### config.mk
export PLATFORM = sky130hd
export DESIGN_NAME = tsse_cordic_cell
export DESIGN_NICKNAME = d
export VERILOG_FILES = /design/src/rtl/tsse_pkg.sv /design/src/rtl/tsse_cordic_cell.sv
export SDC_FILE = /design/constraint.sdc
export NUM_CORES = 1
export LEC_CHECK = 0
export ABC_CLOCK_PERIOD_IN_PS = 860
export BUFFER_PORTS_ARGS = -buffer_cell sky130_fd_sc_hd__buf_2
export CORE_UTILIZATION = 45
export CTS_CLUSTER_DIAMETER = 150
export DETAILED_ROUTE_END_ITERATION = 16
export GPL_ROUTABILITY_DRIVEN = 0
export GPL_TIMING_DRIVEN = 0
export PLACE_DENSITY = 0.72
export SYNTH_ARGS = -nofsm -noshare
export SYNTH_HDL_FRONTEND = slang
export SYNTH_SLANG_ARGS = --single-unit
export TNS_END_PERCENT = 5
### constraint.sdc
create_clock -name clk_i -period 0.86 [get_ports clk_i]
set_clock_uncertainty 0.1 [all_clocks]
set_input_delay 0.172 -clock clk_i [delete_from_list [all_inputs] [get_ports clk_i]]
set_output_delay 0.172 -clock clk_i [all_outputs]
set_load 0.005 [all_outputs]
### src/rtl/tsse_pkg.sv
// ----------------------------------------------------------------------------
// tsse_pkg
// Shared types, constants and arithmetic helpers of the twisted sphere
// surface evaluator.
// ----------------------------------------------------------------------------
package tsse_pkg;

  localparam int CW = 36;

  localparam logic signed [CW-1:0] PI_Q30      = 36'sd3373259426;
  localparam logic signed [CW-1:0] HALF_PI_Q30 = 36'sd1686629713;
  localparam logic signed [CW-1:0] GAIN_Q30    = 36'sd652032874;

  typedef enum logic [2:0] {
    KIND_POS    = 3'd0,
    KIND_DU     = 3'd1,
    KIND_DV     = 3'd2,
    KIND_NORMAL = 3'd3,
    KIND_DUU    = 3'd4,
    KIND_DUV    = 3'd5,
    KIND_DVV    = 3'd6
  } vec_kind_e;

  localparam logic [1:0] REG_A_SCALE = 2'd0;
  localparam logic [1:0] REG_B_TWIST = 2'd1;

  typedef struct packed {
    logic signed [CW-1:0] x;
    logic signed [CW-1:0] y;
    logic signed [CW-1:0] z;
    logic                 neg;
  } lane_t;

  typedef struct packed {
    lane_t       u_lane;
    lane_t       v_lane;
    logic [14:0] u;
  } cell_data_t;

  typedef struct packed {
    logic signed [23:0] x;
    logic signed [23:0] y;
    logic signed [23:0] z;
  } vec_t;

  function automatic logic signed [CW-1:0] atan_q30(input int i);
    logic signed [CW-1:0] r;
    unique case (i)
      0:  r = 36'sd843314857;
      1:  r = 36'sd497837829;
      2:  r = 36'sd263043837;
      3:  r = 36'sd133525159;
      4:  r = 36'sd67021687;
      5:  r = 36'sd33543516;
      6:  r = 36'sd16775851;
      7:  r = 36'sd8388437;
      8:  r = 36'sd4194283;
      9:  r = 36'sd2097149;
      10: r = 36'sd1048576;
      11: r = 36'sd524288;
      12: r = 36'sd262144;
      13: r = 36'sd131072;
      14: r = 36'sd65536;
      15: r = 36'sd32768;
      16: r = 36'sd16384;
      17: r = 36'sd8192;
      18: r = 36'sd4096;
      19: r = 36'sd2048;
      20: r = 36'sd1024;
      21: r = 36'sd512;
      22: r = 36'sd256;
      23: r = 36'sd128;
      default: r = '0;
    endcase
    return r;
  endfunction

  // round a q30 angle to f fraction bits, half up
  function automatic logic signed [CW-1:0] angle_const(input logic signed [CW-1:0] q,
                                                       input int f);
    logic signed [CW-1:0] one;
    one = 36'sd1;
    return (q + (one <<< (30 - f - 1))) >>> (30 - f);
  endfunction

  function automatic lane_t lane_init(input logic signed [CW-1:0] theta);
    lane_t l;
    l.x   = GAIN_Q30;
    l.y   = '0;
    l.z   = theta;
    l.neg = 1'b0;
    if (theta > HALF_PI_Q30) begin
      l.z   = theta - PI_Q30;
      l.neg = 1'b1;
    end else if (theta < -HALF_PI_Q30) begin
      l.z   = theta + PI_Q30;
      l.neg = 1'b1;
    end
    return l;
  endfunction

  // q12 product rounded half up
  function automatic logic signed [17:0] mulq(input logic signed [17:0] a,
                                              input logic signed [17:0] b);
    logic signed [35:0] p;
    p = a * b + 36'sd2048;
    return p[29:12];
  endfunction

  function automatic logic signed [23:0] sat24(input logic signed [25:0] v);
    logic signed [23:0] r;
    if (v > 26'sd8388607) r = 24'sh7fffff;
    else if (v < -26'sd8388608) r = 24'sh800000;
    else r = v[23:0];
    return r;
  endfunction

endpackage

### src/rtl/tsse_cordic_cell.sv
// ----------------------------------------------------------------------------
// tsse_cordic_cell
// One registered rotation step for the u and v lanes.
// ----------------------------------------------------------------------------
module tsse_cordic_cell import tsse_pkg::*; #(
  parameter int STEP = 0
) (
  input  logic       clk_i,
  input  logic       rst_ni,
  input  logic       en_i,
  input  logic       valid_i,
  input  cell_data_t data_i,
  output logic       valid_o,
  output cell_data_t data_o
);

  localparam logic signed [CW-1:0] ATAN = atan_q30(STEP);

  logic       valid_q;
  cell_data_t data_d, data_q;

  function automatic lane_t rotate(input lane_t l);
    lane_t r;
    r = l;
    if (l.z >= 0) begin
      r.x = l.x - (l.y >>> STEP);
      r.y = l.y + (l.x >>> STEP);
      r.z = l.z - ATAN;
    end else begin
      r.x = l.x + (l.y >>> STEP);
      r.y = l.y - (l.x >>> STEP);
      r.z = l.z + ATAN;
    end
    return r;
  endfunction

  always_comb begin
    data_d        = data_i;
    data_d.u_lane = rotate(data_i.u_lane);
    data_d.v_lane = rotate(data_i.v_lane);
  end

  always_ff @(posedge clk_i or negedge rst_ni) begin
    if (!rst_ni) begin
      valid_q <= 1'b0;
    end else if (en_i) begin
      valid_q <= valid_i;
    end
  end

  always_ff @(posedge clk_i) begin
    if (en_i) begin
      data_q <= data_d;
    end
  end

  assign valid_o = valid_q;
  assign data_o  = data_q;

endmodule

* Word-level counts from Yosys, hierarchy flattened *
Cells that the tools add are included.

storage, ports and cells
  flip-flop bits (word level) = 234
  input port bits = 237
  output and inout port bits = 234
  word-level logic and storage cells = 24

operators by class
  add/sub/neg operators = 10
  magnitude comparators = 2
  muxes and demuxes = 2

operators by type and width
  cell                                                                count
  2-to-1 mux 108 bit                                                  2
  subtractor 36 bit                                                   4
  adder 36 x 31 -> 36 bit, second input constant                      2
  adder 36 bit                                                        2
  greater-or-equal comparator 36 x 1 -> 1 bit, second input constant  2
  subtractor 36 x 31 -> 36 bit, second input constant                 2

* Longest topological paths before layout *
Gate-level depths: netlist (run 1).

  depth in word-level cells = 2
  depth in mapped cells = 20
  mapped depth without buffers = 17

* Worst setup path after synthesis (run 1) *
No wires, ideal clock.

  path type = in2reg
  start point = input data_i[160] (netlist bit)
  end point = register data_q, in the netlist data_o[159], data pin
  setup time = 0.262 ns
  data arrival time = 4.551 ns
  required time = 0.498 ns
  path slack = -4.052 ns
  cell stages on the path = 19
  path buffers = 3
  path through = inv_1 -> ha_1 -> nor4b_1 -> nand4_1 -> nor3_1 -> nand2b_1 -> clkbuf_1 -> clkbuf_1 -> clkbuf_1 -> ha_1 -> a211oi_1 -> o21bai_1 -> o211a_1 -> o21a_1 -> a41o_1 -> and3_1 -> o41ai_1 -> a211oi_1 -> xnor2_1

RTL lines
  element               line                    text
  from (decl)           tsse_cordic_cell.sv:12  input cell_data_t data_i,
  to (signal assigned)  tsse_cordic_cell.sv:53  data_q <= data_d;
  to (decl)             tsse_cordic_cell.sv:20  cell_data_t data_d, data_q;

==> results.txt, run 1 <==
- In this run the worst path has a maximum fanout of 6.
- The tree built by TritonCTS fans out to roughly 230 sinks.
- After layout, the minimum clock period comes to ~3700 ps.
- Measured on the finished design, the core utilization comes to 61.24%.
- Of the cells placed in the final design, the portion with a size suffix greater than 1 is a little under a third.
- The largest total area in the synthesized netlist belongs to edfxtp_1.
- Initial antenna violation count: 16
* Post-Synthesis Net Count: 3203
* Max VDD drop: between 1.5 and 2 mV
* Maximum number of pins on one net before global-route repair: between 100 and 150
- Library cell appearing most often on the critical path: clkbuf_16
- Maximum clock frequency: ~270 MHz
* Hold-fix buffers, CTS: 22
* Post-Syn Instances: ~2700
- The synthesized design contains between 200 and 250 register bits.
* HP Class: input port to register
* Sequential share of power: between 30% and 40%
- Antenna Violating Nets Remaining: 0
- Setup repair after global routing could not meet its margin everywhere.
- Via count of the first global-routing pass: 23970
* Proportion of synthesized flip-flops having asynchronous set or reset: less than 1%
* Routed wire length: 88.44 mm
* CP startpoint kind: input port
- Tot GR Track Use: a little under a third
- Clk pin slew, worst setup/hold paths: roughly 60 ps
* Final period util: 432.2%
- Count of endpoints failing hold in the final timing report: 27
* Clock Path Buffers: 3
- For the worst setup path, the data required time is 1110 ps.
- Per report_power, the clock group accounts for between 20% and 30% of the total.
* Combinational Power Share: between 40% and 50%
- Placed cell areas: 0.02679 mm²
- The analysis attributes to net switching a power of 17.49 mW.
- Initial core utilization: between 40% and 50%
- Averaged over all synthesized cells, the footprint is between 8 and 9 µm².
- Type of element capturing the critical path: register
- The first global-routing pass estimated 131.7 mm of wire.
- After synthesis, flip-flops and latches occupy a little under a third of the total area.
- Buffers placed on the I/O ports in this run total 470.
- Total standard cell area after synthesis: between 0.02 and 0.025 mm²
- Top-level I/O count: around 470
* Switching portion of total power: around 36%
- The flow ran to the end, but the final reports show violations.
- Clock tree from TritonCTS: yes
* Hpwl dp: about 65 mm
- The number of slew-limit violations in the final report is 0.
* Violated checks: hold timing, setup timing
- Timing analysis after detailed placement gives a worst setup slack of -4195 ps.
- The total overflow left after global routing is 0.
- Type of the setup path with the least slack: input port to register
- DRC violation total after the first TritonRoute iteration: ~2700
- Biggest cell delay along the critical path: approximately 540 ps
* Actual transition at the worst max-transition pin: between 1000 and 1500 ps
- Final Setup Violations: approximately 560
- The worst pin sits at a relative slew slack of 22.10%.
- Proportion of netlist area held by the largest area contributor: between 30% and 40%
- Area of all placed cells without fillers: just over 0.03 mm²
- The number of different library cells used by synthesis comes to 84.
- Die Wd: ~230 µm
* Post-synthesis to final-layout area growth: 33.85%
* Number of warning messages in the yosys log: 0
- In the post-route analysis, the smallest setup slack over all paths is -2857 ps.
- a21oi_1 is the most common cell in the netlist.
- For this block, the via count after detailed routing is between 20000 and 25000.
- Final hold slack: -97.35 ps
- Clock buffers created by TritonCTS: 29
- Final non-filler cell total: approximately 4000
- Cell leakage power: between 10 and 15 nW
- The tool flagged a number of max-cap violations equal to 0.
- # H-tree levels: 1
- The most used flip-flop cell after synthesis is edfxtp_1.
* Number of enable-type register cells in the synthesized netlist: about 230
* Drc violations: 0
- Core footprint: ~0.050 mm²
* Clock latency on the worst-skew pair: approximately 600 ps
- The pre-antenna-repair detailed-routing pass consisted of 6 iterations.
- Power density relative to cell area: 1553 mW/mm²
* Number of core rows: 82
- Dividing the detail-routed via count by the number of cells gives 6.178.
- Final layout net count: approximately 3800
- Internal Power: slightly above 30 mW
- Most area-consuming cells after synthesis: edfxtp_1 30%, ha_1 15%, a21oi_1 6.8%
* Slowest library cell on the worst path: or4_4
- Data arrives at the worst endpoint at 3970 ps.
- Critical Path, Cell by Cell: buf_2, nor4_1, nand4_1, nor3_4, nand2b_4, inv_8, clkbuf_16, clkbuf_16, ha_4, or4_4, a21oi_4, nand2_1, o21a_1, a41o_1, and3_4, o41ai_4, a211oi_2, xnor2_1
* Total Die Area: 0.05213 mm²
* Final-layout fill cell count: ~4200
- Clock Root Buffer: clkbuf_16
- Dpl cells: 3821
- Ranked by instance count, the synthesized netlist is headed by 315 x a21oi_1, 280 x ha_1, 231 x edfxtp_1.
* Die span in y: ~230 µm
- After detailed routing, the average wire length per cell comes to between 20 and 25 µm.
-- cells by family after synthesis --
group / share of synthesized area [%]
XOR/XNOR: 7.714
multiplexers: 1.004
AO/OA/AOI/OAI: 25.67
buffers and inverters: 5.651
AND/OR/NAND/NOR: 13.86
flip-flops: 30.20
adder cells (fa/ha/maj): 15.89
-- power groups by stage --
stage | Clock [mW] | Combinational (mW) | Sequential (mW)
3_3_place_gp | 0 | 16.0 | 15.7
2_1_floorplan | 0 | 9.64 | 15.9
3_5_place_dp | 0 | 16.2 | 15.7
4_1_cts | 13.2 | 18.1 | 15.5
5_1_grt | 13.6 | 20.7 | 15.6
6_report | 12.9 | 19.5 | 15.5
-- metal layers --
layer	routed length [µm]	track usage (%)
met2	40670	52.92
met5	40	0
met1	32240	37.30
met3	9146	6.724
met4	6342	19.74
-- flip-flops by register name, indices dropped and copies added, names as in the netlist --
name / count
data_o: 231
valid_o: 1
-- path summary, 6_finish.rpt --
check                            startpoint     endpoint  slack, ps  cells past startpoint
worst max-delay path            data_i[129]  data_o[159]      -2860                     18
worst min-delay path             data_i[88]   data_o[52]       -100                      3
worst max register to register      valid_o      valid_o        -20                      1
worst min register to register      valid_o      valid_o        450                      1
max in group asynchronous            rst_ni      valid_o        260                      3
min in group asynchronous            rst_ni      valid_o        290                      3
-- layout by cell type, fill, tap and decap left out, drive strengths merged, types with 9 or more instances in the layout --
| cell type | count |
|---|---|
| inv | 232 |
| or3 | 19 |
| a2111oi | 12 |
| nand4 | 28 |
| dlygate4sd3 | 22 |
| xnor2 | 156 |
| diode | 11 |
| buf | 580 |
| nand2 | 145 |
| clkinv | 13 |
| a21o | 88 |
| mux2i | 22 |
| ha | 280 |
| nor4 | 30 |
| nor3 | 48 |
| and2 | 12 |
| o21bai | 59 |
| a211oi | 37 |
| o211ai | 26 |
| o21a | 30 |
| nor2b | 37 |
| nand2b | 24 |
| o21ai | 183 |
| a211o | 14 |
| a21oi | 318 |
| nor2 | 206 |
| nand3 | 46 |
| a311oi | 9 |
| clkbuf | 109 |
| edfxtp | 231 |
| o31ai | 26 |
| a31oi | 22 |
| xor2 | 47 |
| o221ai | 10 |
| and3 | 16 |
| or2 | 19 |
| a221oi | 12 |
-- worst max-delay path, delay by kind of cell --
| family | cells | cell delay (ps) |
|---|---|---|
| adder cells (fa/ha/maj) | 1 | 170 |
| buffers and inverters | 4 | 490 |
| XOR/XNOR | 1 | 140 |
| AND/OR/NAND/NOR | 7 | 1910 |
| AO/OA/AOI/OAI | 5 | 1080 |
-- per-stage QoR --
step	hold WS, ps	TNS (ps)	total power, mW
3_3_place_gp	-152.8	-1418000	31.68
6_report	-97.35	-487780	47.92
5_1_grt	-105.1	-529650	49.85
2_1_floorplan	-223.6	-376660	25.52
4_1_cts	-142.9	-512350	46.81
3_5_place_dp	-152.4	-754810	31.87
-- area by class of cell --
cell class / count / area, µm² / share of cell area, %
Multi-Input combinational cell: 2104 / 16750 / 54.29
Sequential cell: 232 / 6962 / 22.57
Timing Repair Buffer: 574 / 3490 / 11.31
Inverter: 230 / 910.9 / 2.953
Buffer: 108 / 874.6 / 2.835
Tap cell: 672 / 840.8 / 2.726
Clock buffer: 30 / 729.5 / 2.365
Clock inverter: 24 / 266.5 / 0.8639
Antenna cell: 11 / 27.53 / 0.08923
-- what timing repair did --
| action | CTS | global route |
|---|---|---|
| gates resized for setup | 389 | 165 |
| pin swaps | 113 | 70 |
| buffers inserted | 49 | 28 |
| endpoints found under the setup margin | 565 | 565 |
| hold endpoints to repair | 51 | 13 |
| gates cloned | 6 | 1 |
(Power assumes the default switching activity.)
==> run 2, diff against run 1 <==
--- a/config.mk
+++ b/config.mk
@@ -5,14 +5,14 @@
 export SDC_FILE = /design/constraint.sdc
 export NUM_CORES = 1
 export LEC_CHECK = 0
-export ABC_CLOCK_PERIOD_IN_PS = 860
+export ABC_CLOCK_PERIOD_IN_PS = 3700
 export BUFFER_PORTS_ARGS = -buffer_cell sky130_fd_sc_hd__buf_2
 export CORE_UTILIZATION = 45
 export CTS_CLUSTER_DIAMETER = 150
 export DETAILED_ROUTE_END_ITERATION = 16
 export GPL_ROUTABILITY_DRIVEN = 0
 export GPL_TIMING_DRIVEN = 0
-export PLACE_DENSITY = 0.72
+export PLACE_DENSITY = 0.7
 export SYNTH_ARGS = -nofsm -noshare
 export SYNTH_HDL_FRONTEND = slang
 export SYNTH_SLANG_ARGS = --single-unit
==> constraint.sdc (replaced) <==
create_clock -name clk_i -period 3.7 [get_ports clk_i]
set_clock_uncertainty 0.1 [all_clocks]
set_input_delay 0.74 -clock clk_i [delete_from_list [all_inputs] [get_ports clk_i]]
set_output_delay 0.74 -clock clk_i [all_outputs]
set_load 0.005 [all_outputs]
==> run 2 against run 1 <==
Effect of this change:
- the flow finishes with violations (setup timing)
- via count decreased by 2.3%
- worst hold slack improved by 330 ps
- worst setup slack improved by 2400 ps
- clock-buffer cell count increased by 2
- register-to-register slack improved by 2900 ps
- non-clock buffer count decreased by 44
- clock power decreased by 80%
- power decreased by 78%
- core utilization decreased by 4.0 points
- largest cell class unchanged
- highest routed layer unchanged
==> results.txt, run 2 (synthesized netlist as in run 1, its figures left out) <==
- Result of the run: finished, violations left
* Violated checks: setup timing
* Sinks on Clock Net: between 200 and 250
* Data required, critical path: about 4000 ps
* Antenna Violating Nets Remaining: 0
- STA classifies the critical path startpoint as an input port.
- Final hold slack: between 200 and 250 ps
- Subtracting the final worst setup slack from the clock period gives 4194 ps.
- The first global-routing pass estimated approximately 130 mm of wire.
- Logic depth of the worst path, buffers included: 19
- Via count of the first global-routing pass: around 23000
* Count of endpoints failing hold in the final timing report: 0
* Core footprint: 0.05038 mm²
- Across every metal layer, demand over resource in global routing totals a little under a third.
- Setup violations remaining at the end of the flow were counted as 32.
* Type of element capturing the critical path: register
- Share of cells above drive strength 1: between 20% and 30%
* Top-level I/O count: about 470
* Placed cell areas: roughly 0.027 mm²
* Number of core rows: between 80 and 90
- The area growth from synthesis to layout is 25.00%.
- RSZ-0062 raised after global routing: true
- Gate family responsible for the most delay along the worst path: simple AND/OR/NAND/NOR gates
- OpenSTA, run right after detailed placement, puts the worst setup slack at -1926 ps.
* Total Die Area: about 0.052 mm²
- Maximum clock frequency: 238.5 MHz
* Power density relative to cell area: about 360 mW/mm²
* Biggest cell delay along the critical path: roughly 530 ps
- HP Class: input port to register
- In the final layout, flip-flops and latches occupy roughly 0.007 mm².
- Measured in cells, the most critical reg-to-reg path has a length of 1.
- Clock Path Buffers: 3
- Headroom to the max-slew limit came out at 18.98%.
* Hold path startpoint: data_i[6]
* Critical Path, Cell by Cell: buf_2, nor4_2, nand3_1, nor3_4, nand2b_4, clkbuf_16, inv_8, clkbuf_16, clkbuf_16, ha_4, or4_4, a21oi_2, nand2_1, o21a_1, a41o_1, and3_4, o41ai_4, a211oi_2, xnor2_2
- By instance count, the cell type seen most on the critical path is clkbuf_16.
- Maximum number of pins on one net before global-route repair: 82
* Initial core utilization: a little under half
* Via/cell ratio: 6.111
* DRC violation total after the first TritonRoute iteration: between 2000 and 3000
- Area occupied by multi-input gates: about 0.016 mm²
- Endpoint of the worst-slack reg-to-reg timing path: valid_o
- In this run the static leakage power is roughly 13 nW.
* Final-layout fill cell count: ~4500
* Clock buffers created by TritonCTS: 27
- Area of all placed cells without fillers: between 0.02 and 0.03 mm²
- For the pin with the worst max-slew slack, the measured transition is ~1200 ps.
- Final period util: 113.3%
- CTS built an H-tree with a depth of 1.
- On the critical path, the stage with the largest delay is an instance of or4_4.
* Clock Root Buffer: clkbuf_16
- Largest driver fanout on the critical path: 6
- Vias: roughly 24000
- Setup slack of the most critical reg-to-reg path: 2840 ps
- Type of the setup path with the least slack: input port to register
- The final layout contains routed wiring with a total length of roughly 86 mm.
* Clk pin slew, worst setup/hold paths: roughly 60 ps
- Die span in y: ~230 µm
- Number of input and output port buffers inserted: 470
* Clock latency on the worst-skew pair: about 580 ps
* WP buf/inv: 5
* Die Wd: 228.3 µm
- Worst-case setup margin in the final layout: -493.5 ps
* Max Cap Viol: 0
- WHS Path Cells: 1
- Power Total: 10.36 mW
- TritonCTS built the clock tree.
- Final TNS setup: -7739 ps
- The register with the most flip-flops in the layout has roughly 230 of them.
* Drc violations: 0
* Per-cell routed wire length: 21.77 µm
- In the layout the commonest cells are 467 x buf_2, 298 x a21oi_1, 256 x ha_1, 231 x edfxtp_1, 218 x inv_1.
- For the worst setup path, the data arrival time is between 4000 and 5000 ps.
- Most common cell after layout, fill and taps aside: buf_2
- The worst-case IR drop observed on VDD is about 0.33 mV.
* Hold Path Sink: data_o[6]
* Residual overflow from global routing: 0
- The number of slew-limit violations in the final report is 0.
- Once detailed placement completed, the half-perimeter wirelength came to 65.38 mm.
- Critical R2R Launch: valid_o
- Initial antenna violation count: 18
- The net count of the finished layout is 3758.
- Number of iterations in the first detailed-routing pass: 7
[run 2: cell count changes in the layout (fill, tap and decap cells not counted), sizes merged]
| cell | previous run | this run |
|---|---|---|
| clkbuf | 109 | 115 |
| inv | 232 | 228 |
| buf | 580 | 552 |
| clkinvlp | 5 | 2 |
| bufbuf | 1 | 2 |
| dlygate4sd3 | 22 | 1 |
| clkinv | 13 | 16 |
| bufinv | 4 | 2 |
[run 2: per-layer routing]
layer  GRT usage (%)  wire length [µm]  share of wire [%]  vias to the layer above
met5               0                59              0.069                        -
met4           18.65              5975                7.0                       10
met3           6.325              9090                 11                      400
met2           51.51             38680                 45                     1623
met1           37.91             31900                 37                    11140
li1                -                 -                  -                    10890
[run 2: cell type report]
type	count	area share (%)
sequential	232	24.16
timing repair buffer	527	10.39
antenna	11	0.09554
multi-input combinational	2104	54.20
inverter	230	3.131
clock inverter	18	0.5689
clock buffer	32	2.410
buffer	111	2.119
tap	672	2.918
[run 2: per-stage QoR]
stage / utilization (%) / instances
after floorplan: - / 2678
after global placement: 52.90 / 3820
after detailed placement: 53.03 / 3822
after CTS: 56.69 / 3923
after global routing: 57.18 / 3934
final: 57.19 / 3937
[run 2: where the power goes]
| group | switching [mW] | total (mW) | internal [mW] |
|---|---|---|---|
| logic | 2.51 | 4.15 | 1.65 |
| clock network | 1.13 | 2.62 | 1.49 |
| registers | 0.117 | 3.59 | 3.47 |
[run 2: repair_timing]
item,in CTS,in global routing
endpoints found under the setup margin,77,75
pin swaps,53,15
cloned,6,0
hold buffers,1,0
buffers inserted,45,3
gates resized for setup,109,49
hold endpoints to repair,1,0
[run 2: worst max path at each step]
stage / slack (ps) / end / startpoint
finish: -490 / data_o[159] / data_i[150]
global route: -560 / data_o[159] / data_i[160]
CTS: -480 / data_o[49] / data_i[19]
detailed placement: -1930 / data_o[49] / data_i[16]
global placement: -1880 / data_o[49] / data_i[16]
floorplan: -660 / data_o[159] / data_i[160]
